`src/sv/ibhs_pkg.sv`:
```
// Shared types, constants and codes of the IMU bias, heading and shock tracker.
// No dependencies; imported by every module of the block.
package ibhs_pkg;

  localparam int unsigned BIAS_SAMPLES_DEF = 256;
  localparam int unsigned MAX_DT_MS_DEF    = 500;

  localparam int unsigned AW      = 16;  // raw sample width
  localparam int unsigned DTW     = 16;  // interval width, covers MAX_DT_MS range
  localparam int unsigned Q8W     = 25;  // yaw rate, bias and swing, Q8
  localparam int unsigned HEADW   = 48;
  localparam int unsigned SHOCKW  = 17;
  localparam int unsigned BASEW   = 33;  // baseline, accel LSB in Q16
  localparam int unsigned MAGW    = 26;  // axis difference magnitude in Q8
  localparam int unsigned SQW     = 2 * MAGW;
  localparam int unsigned SUMW    = SQW + 2;
  localparam int unsigned ROOTW   = SUMW / 2;
  localparam int unsigned IN_DW   = 96;
  localparam int unsigned OUT_DW  = 120;
  localparam int unsigned PADDRW  = 4;

  localparam logic [SHOCKW-1:0] SHOCK_MAX = '1;

  typedef enum logic [1:0] {
    CMD_SAMPLE = 2'd0,
    CMD_CAL    = 2'd1,
    CMD_ZERO   = 2'd2,
    CMD_NONE   = 2'd3
  } cmd_e;

  typedef enum logic [1:0] {
    REG_PRESENT = 2'd0,
    REG_STILL   = 2'd1,
    REG_IMPACT  = 2'd2,
    REG_GAIN    = 2'd3
  } reg_e;

  typedef enum logic [2:0] {
    ST_IDLE,
    ST_DSTART,
    ST_DIV,
    ST_CALFIN,
    ST_YAW,
    ST_MUL,
    ST_ACC,
    ST_JOIN
  } state_e;

  typedef struct packed {
    logic start;
    logic seed;
  } lane_ctl_t;

endpackage

```
`src/sv/ibhs_axis_lane.sv`:
```
// One acceleration axis: exponential baseline update and squared deviation.
// Depends on ibhs_pkg.
module ibhs_axis_lane
  import ibhs_pkg::*;
(
  input  logic                   clk_i,
  input  logic                   rst_ni,
  input  lane_ctl_t              ctl_i,
  input  logic signed [AW-1:0]   accel_i,
  input  logic [15:0]            gain_i,
  output logic [SQW-1:0]         sq_o,
  output logic                   valid_o
);

  localparam int unsigned DIFW = BASEW + 1;
  localparam int unsigned PW   = DIFW + 17;

  logic signed [BASEW-1:0] base_q, base_d;
  logic signed [AW-1:0]    a_q;
  logic signed [PW-1:0]    prod_q;
  logic [SQW-1:0]          sq_q;
  logic [2:0]              v_q;

  logic signed [DIFW-1:0]  target_in, target_a, diff_in, diff_a;
  logic [PW-1:0]           pmag;
  logic [PW-1:0]           pq;
  logic signed [BASEW-1:0] step;
  logic [DIFW-1:0]         dmag;
  logic [MAGW-1:0]         mag;

  always_comb begin
    target_in = DIFW'(accel_i) <<< 16;
    target_a  = DIFW'(a_q) <<< 16;
    diff_in   = target_in - DIFW'(base_q);
    diff_a    = target_a - DIFW'(base_q);
    pmag      = prod_q[PW-1] ? PW'(-prod_q) : PW'(prod_q);
    pq        = (pmag + PW'(32768)) >> 16;
    step      = prod_q[PW-1] ? -BASEW'(pq) : BASEW'(pq);
    dmag      = diff_a[DIFW-1] ? DIFW'(-diff_a) : DIFW'(diff_a);
    mag       = MAGW'(dmag >> 8);
    base_d    = base_q;
    if (ctl_i.start && ctl_i.seed) begin
      base_d = BASEW'(target_in);
    end else if (v_q[0]) begin
      base_d = base_q + step;
    end
  end

  always_ff @(posedge clk_i or negedge rst_ni) begin
    if (!rst_ni) begin
      base_q <= '0;
      v_q    <= '0;
    end else begin
      base_q <= base_d;
      v_q    <= {v_q[1:0], ctl_i.start};
    end
  end

  always_ff @(posedge clk_i) begin
    if (ctl_i.start) begin
      a_q    <= accel_i;
      prod_q <= ctl_i.seed ? '0 : PW'(diff_in * $signed({1'b0, gain_i}));
    end
    if (v_q[1]) begin
      sq_q <= mag * mag;
    end
  end

  assign sq_o    = sq_q;
  assign valid_o = v_q[2];

endmodule

```
`config.mk`:
```
export PLATFORM = sky130hd
export DESIGN_NAME = ibhs_axis_lane
export DESIGN_NICKNAME = d
export VERILOG_FILES = /design/src/sv/ibhs_pkg.sv /design/src/sv/ibhs_axis_lane.sv
export SDC_FILE = /design/constraint.sdc
export NUM_CORES = 2
export LEC_CHECK = 0
export ABC_AREA = 1
export BUFFER_PORTS_ARGS = -buffer_cell sky130_fd_sc_hd__buf_2
export CORE_MARGIN = 3
export CORE_UTILIZATION = 40
export DETAILED_ROUTE_END_ITERATION = 8
export PLACE_DENSITY = 0.66
export REMOVE_ABC_BUFFERS = 1
export SKIP_LAST_GASP = 1
export SYNTH_ARGS = -nofsm -noshare
export SYNTH_HDL_FRONTEND = slang
export SYNTH_SLANG_ARGS = --single-unit
```
`constraint.sdc`:
```
create_clock -name clk_i -period 24.2 [get_ports clk_i]
set_input_delay 3.63 -clock clk_i [delete_from_list [all_inputs] [get_ports clk_i]]
set_output_delay 3.63 -clock clk_i [all_outputs]
set_load 0.02 [all_outputs]
```
==> metrics.yaml <==
clock_sink_count: 153
final_nets: 7887
drt_iter0_markers: 3349
period_minus_slack_ps: 11710
row_count: 130
synthDistinctLibCells: 67
holdBufCountCts: 0
hp-class: "reg -> reg"
outcome: "complete, no violations"
rsz0062_at_grt: "false"
finalHoldViolations: 0
synth_seq_cells: 153
cts_root_buffer: "clkbuf_16"
via_per_inst: 5.13
max-slew-margin-rel_pct: 29.8
tns_ps: 0
syn_inst: 6418
core_area_mm2: 0.126
fin_crit_sh_pct: 48.4
finalWeightedCongestion: 0.967
required_ps: 24470
start_kind: "input port"
end_kind: "flip-flop"
grt-ovfl-total: 0
yosysSeqAreaShare_pct: 8.65
drive_gt1_share_pct: 5.63
area_growth_pct: 5.56
htreeDepth: 4
ys.flop_type: "edfxtp_1"
maxCapViolCount: 0
die_height_um: 363
vias: 41600
grt_pass1_vias: 43400
die_w_um: 363
port_buffers: 87
crit_slowest_cell: "o21ai_0"
async_reset_ff_share_pct: 23.5
post_cts_buffers: 0
cts_buffer_depth: 2
yosysWarnings: 0
grtUsageTotal_pct: 24.0
fin_skew_ps: 30.8
drc: 0
synth_edf_count: 117
cts_resized: 0
synth_area_mm2: 0.0510
synth_area_per_cell_um2: 7.95
crit_arrival_ps: 11980
clk_pin_slew_ps: 90
cp_max_fo: 11
slew_violations: 0
grt_pass1_wl_um: 245000
dieArea_mm2: 0.132
fin_util_pct: 42.7
antenna_left: 0
worstMarginPinSlew_ps: 1050
clk_latency_ps: 520
routed_wirelength_um: 154000
layout_common_cells: "inv_1 (1,618), nand2_1 (1,213), fa_1 (1,036)"
critPathKind: "in -> reg"
max_freq_mhz: 85.4
grt_max_degree: 75
cts_tree: "yes"
boundaryPins: 89
max_stage_delay_ps: 630
start_util_pct: 40.4
layout_commonest_cell: "inv_1"
hpwlAfterDp_um: 129000
numCtsBuffers: 17
antenna_found_initial: 1
setup_viol: 0
detail_route.first_pass.iterations: 6
wl_per_cell_um: 19.1
[worst max-delay path: cells and delay by family]
family | cells | cell delay (ps)
adder cells (fa/ha/maj) | 8 | 3930
AO/OA/AOI/OAI | 9 | 2150
AND/OR/NAND/NOR | 9 | 1260
buffers and inverters | 9 | 950
[final timing paths]
kind | slack, ps | startpoint | to | cells past startpoint
worst max register to register | 13110 | base_q[0] | sq_o[48] | 33
worst min-delay path | 460 | v_q[0] | v_q[1] | 0
worst max-delay path | 12490 | accel_i[1] | prod_q[42] | 35
worst min register to register | 460 | v_q[0] | v_q[1] | 0
max in group asynchronous | 20290 | rst_ni | v_q[1] | 1
min in group asynchronous | 3250 | rst_ni | v_q[2] | 1
[cell usage after synthesis, drive strengths merged, types with 44 or more instances]
| library cell | instances | area, um^2 |
|---|---|---|
| nor2 | 746 | 2940 |
| xnor2 | 58 | 508 |
| clkbuf | 89 | 335 |
| inv | 1669 | 6270 |
| nand4 | 44 | 297 |
| o21ai | 174 | 916 |
| nand3 | 166 | 856 |
| nand2 | 1239 | 4730 |
| ha | 381 | 4770 |
| buf | 64 | 375 |
| xor2 | 90 | 875 |
| or2 | 44 | 275 |
| fa | 1036 | 20700 |
| edfxtp | 117 | 3510 |
| a21oi | 247 | 1240 |
[cells by family after synthesis]
family / synth area share, %
AOI/OAI and AO/OA: 6.28
xor gates and xnor gates: 2.71
adders and majority gates: 50.0
buffers and inverters: 13.7
DFF: 8.65
other: 0.0147
and+or+nand+nor: 18.7
[registers in the layout, summed over array words and instances, names as in the netlist]
signal,count
sq_o,51
v_q,3
a_q,16
prod_q,50
base_q,33
[per-layer routing]
layer,vias to the layer above,share of wire (%),GRT usage [%]
met1,20600,44,33.4
met3,248,7.9,3.87
li1,19100,-,-
met5,-,0,0
met2,1636,45,38.4
met4,0,3.1,7.60
[cell type report]
cell class	count	area, um^2
Fill cell	12700	72300
Antenna cell	1	2.50
Sequential cell	153	4420
Tap cell	1650	2060
Clock buffer	17	425
Inverter	1676	6290
Clock inverter	15	173
Timing Repair Buffer	131	766
Multi-Input combinational cell	4455	39700
[stage by stage]
step | setup slack (ps) | area (um^2) | std cells | hold WS, ps
final | 12490 | 53900 | 8098 | 460
after global routing | 12100 | 53900 | 8097 | 494
after CTS | 12700 | 53900 | 8097 | 467
after detailed placement | 12160 | 53300 | 8065 | 462
after global placement | 12250 | 53300 | 8065 | 456
after floorplan | 13680 | 50400 | 6284 | 396
Power is not shown: default switching activity piles up to over one toggle a cycle in this logic, so the estimate is an artifact.
