## src/sv/ibhs_pkg.sv

```systemverilog
// Shared types, constants and codes of the IMU bias, heading and shock tracker.
// No dependencies; imported by every module of the block.
package ibhs_pkg;

  localparam int unsigned BIAS_SAMPLES_DEF = 256;
  localparam int unsigned MAX_DT_MS_DEF    = 500;

  localparam int unsigned AW      = 16;  // raw sample width
  localparam int unsigned DTW     = 16;  // interval width, covers MAX_DT_MS range
  localparam int unsigned Q8W     = 25;  // yaw rate, bias and swing, Q8
  localparam int unsigned HEADW   = 48;
  localparam int unsigned SHOCKW  = 17;
  localparam int unsigned BASEW   = 33;  // baseline, accel LSB in Q16
  localparam int unsigned MAGW    = 26;  // axis difference magnitude in Q8
  localparam int unsigned SQW     = 2 * MAGW;
  localparam int unsigned SUMW    = SQW + 2;
  localparam int unsigned ROOTW   = SUMW / 2;
  localparam int unsigned IN_DW   = 96;
  localparam int unsigned OUT_DW  = 120;
  localparam int unsigned PADDRW  = 4;

  localparam logic [SHOCKW-1:0] SHOCK_MAX = '1;

  typedef enum logic [1:0] {
    CMD_SAMPLE = 2'd0,
    CMD_CAL    = 2'd1,
    CMD_ZERO   = 2'd2,
    CMD_NONE   = 2'd3
  } cmd_e;

  typedef enum logic [1:0] {
    REG_PRESENT = 2'd0,
    REG_STILL   = 2'd1,
    REG_IMPACT  = 2'd2,
    REG_GAIN    = 2'd3
  } reg_e;

  typedef enum logic [2:0] {
    ST_IDLE,
    ST_DSTART,
    ST_DIV,
    ST_CALFIN,
    ST_YAW,
    ST_MUL,
    ST_ACC,
    ST_JOIN
  } state_e;

  typedef struct packed {
    logic start;
    logic seed;
  } lane_ctl_t;

endpackage

```

## src/sv/ibhs_isqrt.sv

```systemverilog
// Merging stage: sums the lane squares and takes the floor square root,
// one result bit per cycle. Depends on ibhs_pkg.
module ibhs_isqrt
  import ibhs_pkg::*;
(
  input  logic             clk_i,
  input  logic             rst_ni,
  input  logic             start_i,
  input  logic [SQW-1:0]   sq_x_i,
  input  logic [SQW-1:0]   sq_y_i,
  input  logic [SQW-1:0]   sq_z_i,
  output logic [ROOTW-1:0] root_o,
  output logic             done_o
);

  logic [SUMW-1:0] v_q, res_q, bit_q;
  logic            busy_q, done_q;
  logic [SUMW:0]   cand;
  logic            take;

  assign cand = {1'b0, res_q} + {1'b0, bit_q};
  assign take = {1'b0, v_q} >= cand;

  always_ff @(posedge clk_i or negedge rst_ni) begin
    if (!rst_ni) begin
      busy_q <= 1'b0;
      done_q <= 1'b0;
    end else begin
      done_q <= 1'b0;
      if (start_i) begin
        busy_q <= 1'b1;
      end else if (busy_q && bit_q[0]) begin
        busy_q <= 1'b0;
        done_q <= 1'b1;
      end
    end
  end

  always_ff @(posedge clk_i) begin
    if (start_i) begin
      v_q   <= SUMW'(sq_x_i) + SUMW'(sq_y_i) + SUMW'(sq_z_i);
      res_q <= '0;
      bit_q <= SUMW'(1) << (SUMW - 2);
    end else if (busy_q) begin
      if (take) begin
        v_q   <= v_q - SUMW'(cand);
        res_q <= (res_q >> 1) + bit_q;
      end else begin
        res_q <= res_q >> 1;
      end
      bit_q <= bit_q >> 2;
    end
  end

  assign root_o = ROOTW'(res_q);
  assign done_o = done_q;

endmodule

```

## config.mk

```make
export PLATFORM = sky130hd
export DESIGN_NAME = ibhs_isqrt
export DESIGN_NICKNAME = d
export VERILOG_FILES = /design/src/sv/ibhs_pkg.sv /design/src/sv/ibhs_isqrt.sv
export SDC_FILE = /design/constraint.sdc
export NUM_CORES = 1
export LEC_CHECK = 0
export BUFFER_PORTS_ARGS = -buffer_cell sky130_fd_sc_hd__buf_2
export CAP_MARGIN = 15
export CORE_ASPECT_RATIO = 0.9
export CORE_MARGIN = 4
export CORE_UTILIZATION = 44
export DETAILED_ROUTE_END_ITERATION = 7
export PLACE_DENSITY = 0.65
export SYNTH_ARGS = -nofsm -noshare
export SYNTH_HDL_FRONTEND = slang
export SYNTH_SLANG_ARGS = --single-unit
```

## constraint.sdc

```tcl
create_clock -name clk_i -period 9.3 [get_ports clk_i]
set_input_delay 0.93 -clock clk_i [delete_from_list [all_inputs] [get_ports clk_i]]
set_output_delay 0.93 -clock clk_i [all_outputs]
set_load 0.02 [all_outputs]
```

==> metrics <==
status finished clean; Final Max Slew Viols 0; final RePlAce weighted congestion 0.939; Filler cells 3,750; post-route ant nets 0; largest net degree at the start of global routing 78; Final setup viols 0; crit path max fanout 54; R2R Setup Slk 2.53 ns; pre-CTS WS 2.62 ns; DR iter-0 viols 1,325; GRT Residual Overflow 0; Reg clk slew, reported paths roughly 0.060 ns; CP Launch Type flip-flop; Cell variety after synth 75; clock root cell clkbuf_16; CP Capture Type flip-flop; Cells after Synth 2,068; Yosys top cell by area ha_1; Hold Crit Class in2async; wirelength, routed between 40,000 and 50,000 um; WP data arrival between 6 and 7 ns; Rel. slew slack 36.7%; post-synthesis sequential area ratio 19.9%; Worst Skew 0.0175 ns; Starting Density 44.5%; Setup Fix Bufs, Post-CTS 0; Synth Flop Type dfxtp_1; core box area 37,200 um^2; Synth Warn # 0; Area contributors post-synth ha_1 (12%), dfxtp_1 (9.8%), edfxtp_1 (9.8%); DRT Pass-1 Iters 6; DR WL/cell 18.1 um; Port Buf Inserts ~190; cts bufs inserted 17; maxcap violations 0; Remaining DRCs 0; # hold bufs at CTS 0; hpwl dp 37,600 um; number of synthesized flops with an enable pin 54; Worst-Margin Slew 0.949 ns; Fmax between 0.1 and 0.15 GHz; vias per cell 6.05; share of cells above drive strength 1 11.3%; GRT Util Overall 23.2%; H-tree depth 4; syn nets 2,442; crit share post-route 72.8%; worst-case vdd ir drop 0.139 mV; most frequent cells in the layout nor2_1 (198), buf_2 (185), nand2_1 (181); Fin. Hold Viols 0; commonest non-fill, non-tap cell in the layout nor2_1; number of global-route vias before repair around 15,000; Yosys top cell area share 12.2%; slack of the critical path between 2 and 3 ns; detailed-route via count 16,100; Req. time, crit path around 9.4 ns; Die Y 192 um; Register Area 3300 um^2; WS Path Type reg2reg; post-synthesis average cell area 8.00 um^2; first-pass GRT wire length roughly 80,000 um; Area growth, synth to finish 9.86%; pwr dens 252 nW/um^2; FP Rows 67; Leak 7.70 nW; post-layout min period 6.77 ns; flip-flop and latch count after synthesis about 140; # nets final 2,544; Worst-Skew Late Latency around 0.44 ns; clock buffer depth 2; clock sink total between 100 and 150; Die ar. 40,800 um^2; Die X 212 um; # IOs 187; Synth Cell Area around 17,000 um^2; RSZ-0062 raised after global routing false; ANT cells 0; Post-synth ARST share about 1.5%; Setup TNS 0 ns; multi-input gate area in the final layout 12,500 um^2; PostCTS Resize Cnt 0; initial antenna violation count 0; CTS tree built
[final cells by class]
| class | instances | area share, % |
|---|---|---|
| Clock buffer | 21 | 2.54 |
| Multi-Input combinational cell | 1752 | 68.6 |
| Inverter | 67 | 1.38 |
| Sequential cell | 137 | 18.1 |
| Clock inverter | 11 | 0.523 |
| Timing Repair Buffer | 195 | 5.50 |
| Tap cell | 483 | 3.32 |
[layer usage]
layer  wire, um  vias up  track usage (%)  share of wire (%)
met1      24200     7588             35.5                 50
met5          0        -                0                  0
met3       2860       58             2.86                5.9
met4        778        0             5.08                1.6
li1           -     7951                -                  -
met2      20400      519             34.9                 42
[synthesized netlist by cell type (all sizes together) (20+ instances only)]
| master | instances |
|---|---|
| a211oi | 21 |
| a21o | 74 |
| a21oi | 162 |
| a311oi | 35 |
| a31oi | 70 |
| and3 | 32 |
| buf | 43 |
| clkbuf | 69 |
| dfxtp | 81 |
| edfxtp | 54 |
| fa | 54 |
| ha | 161 |
| inv | 66 |
| mux2i | 45 |
| nand2 | 181 |
| nand2b | 20 |
| nand3 | 39 |
| nand4 | 41 |
| nor2 | 198 |
| nor2b | 21 |
| nor3 | 22 |
| o21a | 20 |
| o21ai | 156 |
| o21bai | 28 |
| o31ai | 20 |
| or3 | 34 |
| xnor2 | 66 |
| xor2 | 67 |
[flip-flops by register name, indices dropped and copies added (netlist names)]
signal and flops:
v_q 54, bit_q 27, res_q 54, done_o 1, busy_q 1
[critical path, cell delays in order (launching register included)]
cell and delay [ns]:
dfxtp_1 0.43, ha_1 0.30, a31oi_1 0.35, o21ai_0 0.30
a221o_1 0.42, a41oi_1 0.31, o21ai_0 0.17, a31oi_1 0.31
o21bai_1 0.14, a31oi_1 0.21, xor2_1 0.10, ha_1 0.37
and3_1 0.32, nand4_1 0.14, or4_1 0.58, o31ai_1 0.27
a31oi_1 0.12, a221oi_2 0.38, o211ai_4 0.12, buf_4 0.24
o21ai_4 0.15, buf_4 0.57
[final timing paths]
check,start,endpoint,depth (start not counted)
worst max register to register,res_q[2],v_q[48],21
worst max-delay path,res_q[2],v_q[48],21
max in group asynchronous,rst_ni,busy_q,1
min in group clk_i,res_q[0],res_q[0],2
worst min-delay path,rst_ni,done_o,1
worst min register to register,res_q[0],res_q[0],2
[cell families after synthesis]
kind of cell	Yosys count	synth area share, %
adders and majority gates	215	18.7
and+or+nand+nor	642	18.3
DFF	137	19.9
buffers and inverters	179	4.87
AOI/OAI and AO/OA	714	28.2
xor gates and xnor gates	133	7.04
muxes	48	2.93
[power by group]
part | internal (mW) | switching [mW]
Clock | 0.383 | 0.283
Sequential | 0.881 | 0.122
Combinational | 1.11 | 1.80
Total | 2.37 | 2.21
[through the flow]
step	instances	area [um^2]	util, %	power (mW)	hold slack [ns]
after global routing	2666	18200	48.9	4.95	0.259
after CTS	2666	18200	48.9	4.55	0.253
after global placement	2634	17600	47.4	3.84	0.489
after floorplan	2068	16600	-	3.19	0.474
after detailed placement	2634	17600	47.4	3.86	0.522
final	2666	18200	48.9	4.58	0.265
No activity file was read; power rests on OpenSTA's default activity.
