### config.mk
export PLATFORM = sky130hd
export DESIGN_NAME = ibhs_div
export DESIGN_NICKNAME = d
export VERILOG_FILES = /design/src/sv/ibhs_pkg.sv /design/src/sv/ibhs_div.sv
export SDC_FILE = /design/constraint.sdc
export NUM_CORES = 1
export LEC_CHECK = 0
export BUFFER_PORTS_ARGS = -buffer_cell sky130_fd_sc_hd__buf_2
export CAP_MARGIN = 20
export CORE_MARGIN = 10
export CORE_UTILIZATION = 41
export CTS_CLUSTER_DIAMETER = 100
export DETAILED_ROUTE_END_ITERATION = 7
export PLACE_DENSITY = 0.69
export SYNTH_ARGS = -nofsm -noshare
export SYNTH_HDL_FRONTEND = slang
export SYNTH_SLANG_ARGS = --single-unit
### constraint.sdc
create_clock -name clk_i -period 3.26 [get_ports clk_i]
set_clock_uncertainty 0.2 [all_clocks]
set_input_delay 0.326 -clock clk_i [delete_from_list [all_inputs] [get_ports clk_i]]
set_output_delay 0.326 -clock clk_i [all_outputs]
set_load 0.05 [all_outputs]
### src/sv/ibhs_pkg.sv
// Shared types, constants and codes of the IMU bias, heading and shock tracker.
// No dependencies; imported by every module of the block.
package ibhs_pkg;

  localparam int unsigned BIAS_SAMPLES_DEF = 256;
  localparam int unsigned MAX_DT_MS_DEF    = 500;

  localparam int unsigned AW      = 16;  // raw sample width
  localparam int unsigned DTW     = 16;  // interval width, covers MAX_DT_MS range
  localparam int unsigned Q8W     = 25;  // yaw rate, bias and swing, Q8
  localparam int unsigned HEADW   = 48;
  localparam int unsigned SHOCKW  = 17;
  localparam int unsigned BASEW   = 33;  // baseline, accel LSB in Q16
  localparam int unsigned MAGW    = 26;  // axis difference magnitude in Q8
  localparam int unsigned SQW     = 2 * MAGW;
  localparam int unsigned SUMW    = SQW + 2;
  localparam int unsigned ROOTW   = SUMW / 2;
  localparam int unsigned IN_DW   = 96;
  localparam int unsigned OUT_DW  = 120;
  localparam int unsigned PADDRW  = 4;

  localparam logic [SHOCKW-1:0] SHOCK_MAX = '1;

  typedef enum logic [1:0] {
    CMD_SAMPLE = 2'd0,
    CMD_CAL    = 2'd1,
    CMD_ZERO   = 2'd2,
    CMD_NONE   = 2'd3
  } cmd_e;

  typedef enum logic [1:0] {
    REG_PRESENT = 2'd0,
    REG_STILL   = 2'd1,
    REG_IMPACT  = 2'd2,
    REG_GAIN    = 2'd3
  } reg_e;

  typedef enum logic [2:0] {
    ST_IDLE,
    ST_DSTART,
    ST_DIV,
    ST_CALFIN,
    ST_YAW,
    ST_MUL,
    ST_ACC,
    ST_JOIN
  } state_e;

  typedef struct packed {
    logic start;
    logic seed;
  } lane_ctl_t;

endpackage

### src/sv/ibhs_div.sv
// Restoring serial divider, one quotient bit per cycle.
// Depends on ibhs_pkg.
module ibhs_div
  import ibhs_pkg::*;
#(
  parameter int unsigned NW = 33,
  parameter int unsigned DW = 9
) (
  input  logic          clk_i,
  input  logic          rst_ni,
  input  logic          start_i,
  input  logic [NW-1:0] num_i,
  input  logic [DW-1:0] den_i,
  output logic [NW-1:0] quo_o,
  output logic          done_o
);

  localparam int unsigned CW = $clog2(NW + 1);

  logic [NW-1:0] quo_q;
  logic [DW-1:0] rem_q, den_q;
  logic [CW-1:0] cnt_q;
  logic          done_q;
  logic [DW:0]   trial;
  logic          fit;

  assign trial = {rem_q, quo_q[NW-1]};
  assign fit   = trial >= {1'b0, den_q};

  always_ff @(posedge clk_i or negedge rst_ni) begin
    if (!rst_ni) begin
      cnt_q  <= '0;
      done_q <= 1'b0;
    end else begin
      done_q <= 1'b0;
      if (start_i) begin
        cnt_q <= CW'(NW);
      end else if (cnt_q != '0) begin
        cnt_q  <= cnt_q - 1'b1;
        done_q <= cnt_q == CW'(1);
      end
    end
  end

  always_ff @(posedge clk_i) begin
    if (start_i) begin
      quo_q <= num_i;
      rem_q <= '0;
      den_q <= den_i;
    end else if (cnt_q != '0) begin
      rem_q <= fit ? DW'(trial - {1'b0, den_q}) : trial[DW-1:0];
      quo_q <= {quo_q[NW-2:0], fit};
    end
  end

  assign quo_o  = quo_q;
  assign done_o = done_q;

endmodule

==> impl_metrics.toml <==
[yosys]
yosysSeqAreaShare = 0.5669
synth-edff-count = 42
ys_top_cells_by_area = "edfxtp_1 (44%), mux2_2 (13%), dfxtp_1 (6.3%)"
synth_flop_cell = "edfxtp_1"
yosysMostFrequentCell = "edfxtp_1"
yosysTopAreaCell = "edfxtp_1"
yosys_warnings = 0
synth_top_area_frac = 0.4423
synth_common_cells = "edfxtp_1 (42), mux2_2 (32), inv_1 (16)"
synth_fp_nets = 274
ys_seq_elements = 58
yosys.cell_types.count = 47
synth.avg_cell_area_um2 = 13.14
synth.cell_area_mm2 = 0.002851
async_flop_share = 0.1207
syn_inst = 217

[status]
status = "finished clean"

[worst_setup_path]
worstSetupPathType = "reg2reg"
path_delay_family = "compound AO/OA/AOI/OAI gates"
cp_slowest_cell = "fa_1"
crit_required_ns = 3.28
cpMostUsedCell = "inv_1"
slowest_delay_ns = 0.41
arrival_ns = 2.65
path_buf_inv = 2
crit_path_start_kind = "flip-flop"
path_max_fanout = 14
setup.worst_path.end_class = "flip-flop"
path_cells = "inv_1 -> ha_1 -> inv_1 -> fa_1 -> a211oi_2 -> o211ai_2 -> a21oi_4 -> mux2i_1 -> a22o_1"

[sta]
rsz0062_at_grt = "false"
tightestPinTransition_ns = 0.6343
setup_viol = 0
fin_crit_ns = 2.629
hold_violations = 0
maxSlewHeadroom = 0.5751
drv_slew = 0
final.period_utilization = 0.8064
fmax_mhz = 380.4
tns_ns = 0

[power_and_ir_drop]
vdd_drop_max_v = 0.0004483
total_power_mw = 2.476
p_sw_frac = 0.3815
leakage_nw = 1.577
p_seq_frac = 0.411
power_density_mw_per_mm2 = 687.1
power.net_switching_mw = 0.9446
p_int_mw = 1.531
p_clk_frac = 0.214
p_comb_frac = 0.375

[floorplan]
die_w_um = 103.4
die_h_um = 103.4
core-area_mm2 = 0.006794
dieArea_mm2 = 0.01069
boundaryPins = 79
rows = 30
start_util = 0.4197

[global_route]
grtUsageTotal = 0.1271
grt_pass1_vias = 2144
grt_pass1_wl_mm = 10.47
antenna_found_initial = 0
grt_max_degree = 47
grt_overflow = 0

[clock_network]
clk_pin_slew_ns = 0.07
cts_inserted_buffers = 9
clock_latency_ns = 0.32
ctsHtreeMaxLevel = 3
cts_max_path_buffers = 2
post-cts-setup-buffers = 0
clkSinkCount = 58
cts_tree = "done"
cts_root_buf = "clkbuf_8"

[cells_and_area]
fill_cells = 604
final_nets = 367
drive_gt1_frac = 0.4127
areaGrowthSynthToFinish_pct = 26.37
antenna_cells = 0

[route]
drc = 0
vias_per_cell = 5.036
route.vias.total = 2070
wl_mm = 6.332
ant_nets = 0
drt-initial-drc-count = 130
dr.pass1.iters = 4
wl_per_cell_um = 15.41

[flow_run]
max_cap_viol_count = 0

[min_path]
hold_class = "in2reg"

[place]
dp_hpwl_mm = 4.743
gp_congestion = 0.8272
io_buffers = 78
==> power by group through the flow <==
| stage | clock network [mW] | logic [mW] | registers, mW |
|---|---|---|---|
| 4_1_cts | 0.549 | 0.932 | 1.02 |
| 3_3_place_gp | 0 | 0.899 | 1.03 |
| 5_1_grt | 0.588 | 1.02 | 1.03 |
| 3_5_place_dp | 0 | 0.917 | 1.03 |
| 2_1_floorplan | 0 | 0.503 | 1.24 |
| 6_report | 0.529 | 0.930 | 1.02 |
==> cells in the final DEF (no fill, tap or decap), types with 7 or more instances in the layout <==
| master | Yosys | routed |
|---|---|---|
| dlygate4sd3_1 | 0 | 10 |
| mux2_2 | 32 | 32 |
| buf_2 | 2 | 78 |
| mux2i_1 | 8 | 8 |
| nand2_1 | 10 | 10 |
| a21oi_1 | 7 | 7 |
| inv_1 | 16 | 16 |
| nor2_1 | 12 | 12 |
| dfxtp_1 | 9 | 9 |
| clkbuf_8 | 0 | 9 |
| edfxtp_1 | 42 | 42 |
| ha_1 | 11 | 11 |
| dfrtp_1 | 7 | 7 |
==> timing repair <==
| action | in CTS | in global routing |
|---|---|---|
| hold buffers | 10 | 0 |
| hold endpoints to repair | 16 | 0 |
| gates resized for setup | 0 | 0 |
==> sequential cells by signal (all words and copies together), names as in the netlist <==
signal and count:
den_q 9, quo_o 33, cnt_q 6, rem_q 9, done_o 1
==> metal layers <==
layer | wire [um] | GRT usage | vias up
li1 | - | - | 1008
met1 | 2677 | 0.1555 | 985
met2 | 2918 | 0.1808 | 66
met3 | 626 | 0.06379 | 11
met4 | 110 | 0.06310 | 0
met5 | 0 | 0 | -
==> layout make-up <==
class | count | area, um^2 | area share
clock buffers | 11 | 131.4 | 0.03646
clock inverters | 5 | 22.52 | 0.006250
inverters | 16 | 60.06 | 0.01667
multi-input cells | 135 | 1135 | 0.3149
flip-flops and latches | 58 | 1617 | 0.4486
well taps | 96 | 120.1 | 0.03333
repair buffers | 90 | 518.0 | 0.1437
==> metrics by stage <==
step           std cells  area, um^2  hold WS (ns)    util  setup WS (ns)
2_1_floorplan        217        2851       -0.1696       -         0.5529
3_3_place_gp         385        3349      -0.03033  0.4930         0.7041
3_5_place_dp         385        3349      -0.03119  0.4930         0.6336
4_1_cts              411        3603       0.07918  0.5304         0.6336
5_1_grt              411        3603       0.08372  0.5304         0.4049
6_report             411        3603       0.09905  0.5304         0.6310
==> path summary, 6_finish.rpt <==
kind                       startpoint   endpoint  slack (ns)  depth (start not counted)
hold / removal              num_i[12]  quo_o[12]         0.1                          2
hold reg to reg              rem_q[8]   rem_q[8]        0.27                          2
min in group asynchronous      rst_ni   cnt_q[4]        0.16                          2
max in group asynchronous      rst_ni   cnt_q[1]        2.53                          2
setup / recovery            quo_o[32]   rem_q[0]        0.63                          9
setup reg to reg            quo_o[32]   rem_q[0]        0.63                          9
==> cells by family after synthesis <==
group | Yosys count | synth area share
buffers and inverters | 24 | 0.03510
AND/OR/NAND/NOR | 37 | 0.06363
adder cells (fa/ha/maj) | 12 | 0.05529
flip-flops | 58 | 0.5669
XOR/XNOR | 6 | 0.01843
multiplexers | 40 | 0.1545
AO/OA/AOI/OAI | 40 | 0.1062
No activity file was read; power rests on OpenSTA's default activity.
